**config.mk**
```make
export PLATFORM = sky130hd
export DESIGN_NAME = sbqeq_lane
export DESIGN_NICKNAME = d
export VERILOG_FILES = /design/src/design/sbqeq_pkg.sv /design/src/design/sbqeq_lane.sv
export SDC_FILE = /design/constraint.sdc
export NUM_CORES = 2
export LEC_CHECK = 0
export ABC_AREA = 1
export BUFFER_PORTS_ARGS = -buffer_cell sky130_fd_sc_hd__buf_2
export CAP_MARGIN = 20
export CORE_ASPECT_RATIO = 0.6
export CORE_MARGIN = 5
export CORE_UTILIZATION = 57
export CTS_BUF_LIST = sky130_fd_sc_hd__clkbuf_4
export DETAILED_ROUTE_END_ITERATION = 7
export PLACE_DENSITY = 0.83
export SYNTH_ARGS = -nofsm -noshare
export SYNTH_HDL_FRONTEND = slang
export SYNTH_SLANG_ARGS = --single-unit
```
**constraint.sdc**
```tcl
create_clock -name clk -period 12.6 [get_ports clk]
set_clock_uncertainty 0.1 [all_clocks]
set_input_delay 1.26 -clock clk [delete_from_list [all_inputs] [get_ports clk]]
set_output_delay 1.26 -clock clk [all_outputs]
set_load 0.05 [all_outputs]
```
**src/design/sbqeq_pkg.sv**
```systemverilog
// Shared types and constants for the stereo biquad cascade equalizer.
// No dependencies; used by every module in this folder.
package sbqeq_pkg;

  localparam int NUM_BANDS_DEF = 7;
  localparam int NCOEF         = 5;
  localparam logic [16:0] GLIDE_RESET = 17'd65372;
  localparam logic [16:0] GLIDE_ONE   = 17'd65536;
  localparam logic [2:0]  PH_LAST     = 3'd5;

  localparam logic [1:0] OP_STEREO   = 2'd0;
  localparam logic [1:0] OP_MONO     = 2'd1;
  localparam logic [1:0] OP_WR_TGT   = 2'd2;
  localparam logic [1:0] OP_WR_BOTH  = 2'd3;

  localparam logic [2:0] C_B0 = 3'd0;
  localparam logic [2:0] C_B1 = 3'd1;
  localparam logic [2:0] C_B2 = 3'd2;
  localparam logic [2:0] C_A1 = 3'd3;
  localparam logic [2:0] C_A2 = 3'd4;

  typedef struct packed {
    logic [1:0]         operation;
    logic signed [23:0] left_in;
    logic signed [23:0] right_in;
    logic [2:0]         band;
    logic [2:0]         coef_select;
    logic signed [31:0] coef_value;
  } in_item_t;

  typedef struct packed {
    logic signed [23:0] left_out;
    logic signed [23:0] right_out;
    logic               clipped;
  } out_item_t;

  typedef logic [NCOEF-1:0][31:0] coef_row_t;

  typedef enum logic [1:0] {
    S_IDLE,
    S_GLIDE,
    S_FILT,
    S_DONE
  } eq_state_t;

  typedef struct packed {
    logic       load;
    logic       glide;
    logic       filt;
    logic [2:0] ph;
  } seq_ctl_t;

  function automatic logic signed [47:0] sat48(input logic signed [49:0] v);
    if (v > 50'sh0_7FFF_FFFF_FFFF) begin
      return 48'sh7FFF_FFFF_FFFF;
    end else if (v < -50'sh0_8000_0000_0000) begin
      return 48'sh8000_0000_0000;
    end
    return v[47:0];
  endfunction

endpackage

```
**src/design/sbqeq_lane.sv**
```systemverilog
// One biquad lane: multiplier, accumulator and delay rows for all bands.
// Depends on sbqeq_pkg; coefficients come from sbqeq_coef.
module sbqeq_lane #(
  parameter int NUM_BANDS = sbqeq_pkg::NUM_BANDS_DEF,
  parameter int BW = (NUM_BANDS > 1) ? $clog2(NUM_BANDS) : 1
) (
  input  logic                 clk,
  input  logic                 rst_n,
  input  logic                 en,
  input  sbqeq_pkg::seq_ctl_t  ctl,
  input  logic [BW-1:0]        band,
  input  logic signed [23:0]   x_in,
  input  sbqeq_pkg::coef_row_t coefs,
  output logic signed [23:0]   y_out,
  output logic                 clip_out
);

  logic signed [47:0] z0_r [NUM_BANDS];
  logic signed [47:0] z1_r [NUM_BANDS];
  logic signed [23:0] x_r;
  logic signed [23:0] y_r;
  logic               clip_r;
  logic signed [55:0] p_r;
  logic signed [49:0] t_r;
  logic signed [23:0] opnd;
  logic signed [31:0] c;
  logic signed [49:0] sh;
  logic signed [49:0] acc;
  logic signed [49:0] yr;
  logic signed [49:0] t0;

  assign y_out    = y_r;
  assign clip_out = clip_r;
  assign opnd = (ctl.ph == 3'd2 || ctl.ph == 3'd4) ? y_r : x_r;
  assign sh   = 50'(p_r >>> 10);
  assign acc  = sh + 50'(z0_r[band]);
  assign yr   = (acc + 50'sd65536) >>> 17;
  assign t0   = t_r - sh + 50'(z1_r[band]);

  always_comb begin
    unique case (ctl.ph)
      3'd0:    c = $signed(coefs[sbqeq_pkg::C_B0]);
      3'd1:    c = $signed(coefs[sbqeq_pkg::C_B1]);
      3'd2:    c = $signed(coefs[sbqeq_pkg::C_A1]);
      3'd3:    c = $signed(coefs[sbqeq_pkg::C_B2]);
      default: c = $signed(coefs[sbqeq_pkg::C_A2]);
    endcase
  end

  always_ff @(posedge clk) begin
    if (en && ctl.filt) begin
      p_r <= opnd * c;
      if (ctl.ph == 3'd2 || ctl.ph == 3'd4) begin
        t_r <= sh;
      end
    end
  end

  always_ff @(posedge clk) begin
    if (!rst_n) begin
      for (int i = 0; i < NUM_BANDS; i++) begin
        z0_r[i] <= '0;
        z1_r[i] <= '0;
      end
      x_r    <= '0;
      y_r    <= '0;
      clip_r <= 1'b0;
    end else if (en) begin
      if (ctl.load) begin
        x_r    <= x_in;
        clip_r <= 1'b0;
      end
      if (ctl.filt) begin
        unique case (ctl.ph)
          3'd1: begin
            if (yr > 50'sd8388607) begin
              y_r    <= 24'sh7FFFFF;
              clip_r <= 1'b1;
            end else if (yr < -50'sd8388608) begin
              y_r    <= 24'sh800000;
              clip_r <= 1'b1;
            end else begin
              y_r <= yr[23:0];
            end
          end
          3'd3:    z0_r[band] <= sbqeq_pkg::sat48(t0);
          3'd5: begin
            z1_r[band] <= sbqeq_pkg::sat48(t_r - sh);
            x_r        <= y_r;
          end
          default: ;
        endcase
      end
    end
  end

endmodule

```
==> reports/qor.csv <==
stage;metric;value;unit
die;Die W;481;um
setup_path;Crit Reg-Reg Endpoint;p_r[55]$_DFFE_PP_;
power;Clk network pwr share;0.145;
setup_path;R2R cell count;27;
cts;CTS Hold Bufs;0;
min_path;Hold Path End;x_r[7]$_SDFFE_PN0P_;
min_path;Hold Startpoint;x_in[7];
min_path;WHS Path Cells;3;
die;die area;0.141;mm^2
global_routing;largest net degree at the start of global routing;133;
setup_path;FF-to-FF setup slack;3.32;ns
synthesis;YS warnings;0;
setup_path;crit path max fanout;64;
finish;final instance area;0.0820;mm^2
detailed_routing;drt total wl;275000;um
cts;post-CTS setup buffer count;0;
power;Sw Ratio;0.553;
cts;worst skew pair latency;1.24;ns
sta;Tightest Pin Transition;1.35;ns
finish;commonest non-fill, non-tap cell in the layout;nor2_1;
placement;post-DP HPWL;207000;um
sta;Slew Limit Fails;0;
sta;final hold vios;0;
detailed_routing;drt initial violations;10225;
finish;Area growth syn-to-layout;7.90;%
status;violated checks;DRC;
synthesis;register area share after synthesis;0.340;
cts;Clk pin slew, worst setup/hold paths;0.08;ns
sta;Max transition margin;0.0941;
synthesis;FFs w/ async S/R, synth;0;
sta;RSZ-0062 raised after global routing;false;
power;Sequential Power Share;0.210;
global_routing;gr usage total;0.387;
finish;nets@finish;10155;
synthesis;Post-synth EDFFs;764;
finish;proportion of layout cells with a drive suffix above 1;0.104;
global_routing;gr ovfl total;0;
die;I/O pin cnt;221;
setup_path;critical path's slowest cell;clkinv_1;
power;logic gate share of total power;0.645;
cts;H-tree depth;4;
synthesis;syn_nets;10002;
detailed_routing;WL/cell;25.4;um
placement;placed inst area;0.0789;mm^2
setup_path;arrival time at the worst endpoint;11.02;ns
detailed_routing;via count;65740;
status;status;finished with violations;
setup_path;Worst Path Required;13.44;ns
cts;clock buffer depth;3;
finish;final core utilization;0.621;
sta;sum of negative setup slack;0;ns
cts;CTS tree;done;
global_routing;vias in the first global route;63167;
run;Max-Cap Viols;0;
synthesis;Avg Cell Area, Syn;8.75;um^2
die;initial core utilization;0.576;
power;worst vdd ir;0.384;mV
min_path;HP Class;input port to flop;
cts;clock sink total;909;
die;num rows;103;
setup_path;CP startpoint kind;input port;
sta;Final period util;0.808;
power;Lkg Pwr;35.8;nW
synthesis;Post-Synthesis Cell Area;0.0760;mm^2
setup_path;CP Capture Type;flop;
setup_path;reg-to-reg startpoint;y_out[9]$_SDFFE_PN0P_;
synthesis;#FFs+latches synth;909;
cts;cts bufs inserted;209;
die;Die Span Y;293;um
setup_path;crit path kind;input port to flop;
global_routing;global-route wire length before repair;403000;um
detailed_routing;router iterations before antenna repair;8;
cts;clock root cell;clkbuf_4;
synthesis;Mapped Cells;8688;
setup_path;Worst path most repeated cell;nand2_1;
finish;Final Non-Filler Cells;10821;
detailed_routing;Antenna Nets Post-Route;0;
power;PD cells;222;mW/mm^2
setup_path;max incr delay on CP;0.91;ns
synthesis;Distinct cells, synth;64;
sta;Setup Viol. Count Final;0;
synthesis;ys flop type;edfxtp_1;
detailed_routing;detailed-route vias per instance;6.08;
placement;Final Wtd Congestion;1.10;
placement;dpl cells;10408;
detailed_routing;DR DRC count;1;
die;core footprint;0.132;mm^2
power;Internal;8.16;mW
placement;I/O Buffers;219;
finish;commonest cells after routing, fill and taps aside;nor2_1 (1520), inv_1 (1325), nand2_1 (1303), fa_1 (784), edfxtp_1 (764);
power;NetSw;10.1;mW
sta;min Tclk post-route;10.18;ns
finish;# fillers;11239;
cts;CTS resizes;0;
sta;FMAX;0.0982;GHz
global_routing;initial antenna violation count;18;
power;Total Power;18.2;mW
[registers in the layout, indices dropped and copies added (netlist names)]
name and flops:
x_r 24, z1_r 384, z0_r 384, clip_out 1, y_out 24, t_r 46, p_r 46
[per-stage QoR]
step	hold slack, ns	setup slack [ns]
4_1_cts	0.124	3.12
5_1_grt	0.202	2.24
3_5_place_dp	0.345	1.81
2_1_floorplan	0.325	3.99
6_report	0.215	2.42
3_3_place_gp	0.335	1.97
[cell usage after synthesis (19+ instances only)]
cell | count | area share
edfxtp_1 | 764 | 0.30
a31oi_1 | 109 | 0.0090
nand3_4 | 20 | 0.0046
ha_1 | 334 | 0.055
a21oi_1 | 431 | 0.028
inv_1 | 1327 | 0.066
nor2_1 | 1523 | 0.075
o21ai_0 | 541 | 0.036
o21ai_1 | 26 | 0.0017
nand3_1 | 232 | 0.015
xnor2_1 | 68 | 0.0078
nand4_1 | 47 | 0.0039
a221oi_1 | 33 | 0.0038
a32o_1 | 46 | 0.0061
nand2_2 | 23 | 0.0019
a21oi_2 | 33 | 0.0038
o22ai_1 | 82 | 0.0068
a22o_1 | 30 | 0.0035
nor3_1 | 32 | 0.0021
nand2_4 | 32 | 0.0047
dfxtp_1 | 145 | 0.038
inv_2 | 19 | 0.00094
nor4_1 | 22 | 0.0018
buf_1 | 21 | 0.0010
buf_2 | 20 | 0.0013
xor2_1 | 92 | 0.011
a21o_1 | 20 | 0.0020
fa_1 | 784 | 0.21
o21a_1 | 25 | 0.0025
nand2_1 | 1313 | 0.065
clkbuf_1 | 354 | 0.017
[worst max-delay path by stage]
stage          startpoint                end  cells past startpoint
4_1_cts            ctl[2]  p_r[55]$_DFFE_PP_                     33
6_report           ctl[2]  p_r[55]$_DFFE_PP_                     31
3_5_place_dp       ctl[2]  p_r[55]$_DFFE_PP_                     33
5_1_grt            ctl[2]  p_r[55]$_DFFE_PP_                     33
3_3_place_gp       ctl[2]  p_r[55]$_DFFE_PP_                     33
2_1_floorplan      ctl[0]  p_r[50]$_DFFE_PP_                     29
[power groups by stage]
stage | combinational [mW] | sequential, mW | clock (mW)
6_report | 11.8 | 3.83 | 2.65
5_1_grt | 12.4 | 3.82 | 2.83
4_1_cts | 11.1 | 3.79 | 2.66
3_5_place_dp | 11.0 | 3.86 | 0
3_3_place_gp | 10.9 | 3.85 | 0
2_1_floorplan | 7.21 | 3.69 | 0
[kinds of logic (layout without fill, tap and decap cells)]
group,Yosys count,count (layout),share of synthesized area
and+or+nand+nor,3296,3296,0.180
buffers and inverters,1764,2102,0.0895
AOI/OAI and AO/OA,1440,1440,0.110
adders and majority gates,1118,1118,0.262
DFF,909,909,0.340
xor gates and xnor gates,161,161,0.0188
other,0,10,0
[cell type report]
type                    count  area (um^2)  area share
multi-input cells        6015        43600       0.532
repair buffers            353         2160      0.0264
diodes                     10         25.0    0.000305
well taps                1785         2230      0.0272
clock inverters            65          519     0.00633
clock buffers             331         2480      0.0303
inverters                1353         5100      0.0622
flip-flops and latches    909        25800       0.315
[layer usage]
| metal | track usage | up-vias | share of wire |
|---|---|---|---|
| met5 | 0.00769 | - | 0.00052 |
| met4 | 0.0992 | 10 | 0.026 |
| met3 | 0.221 | 509 | 0.20 |
| met2 | 0.468 | 5003 | 0.36 |
| met1 | 0.583 | 31773 | 0.41 |
| li1 | - | 28445 | - |
[worst max-delay path: cells and delay by family]
kind,cells,cell delay [ns]
AOI/OAI and AO/OA,7,1.50
adders and majority gates,8,4.04
buffers and inverters,6,1.88
and+or+nand+nor,10,2.27
(Power assumes the default switching activity.)
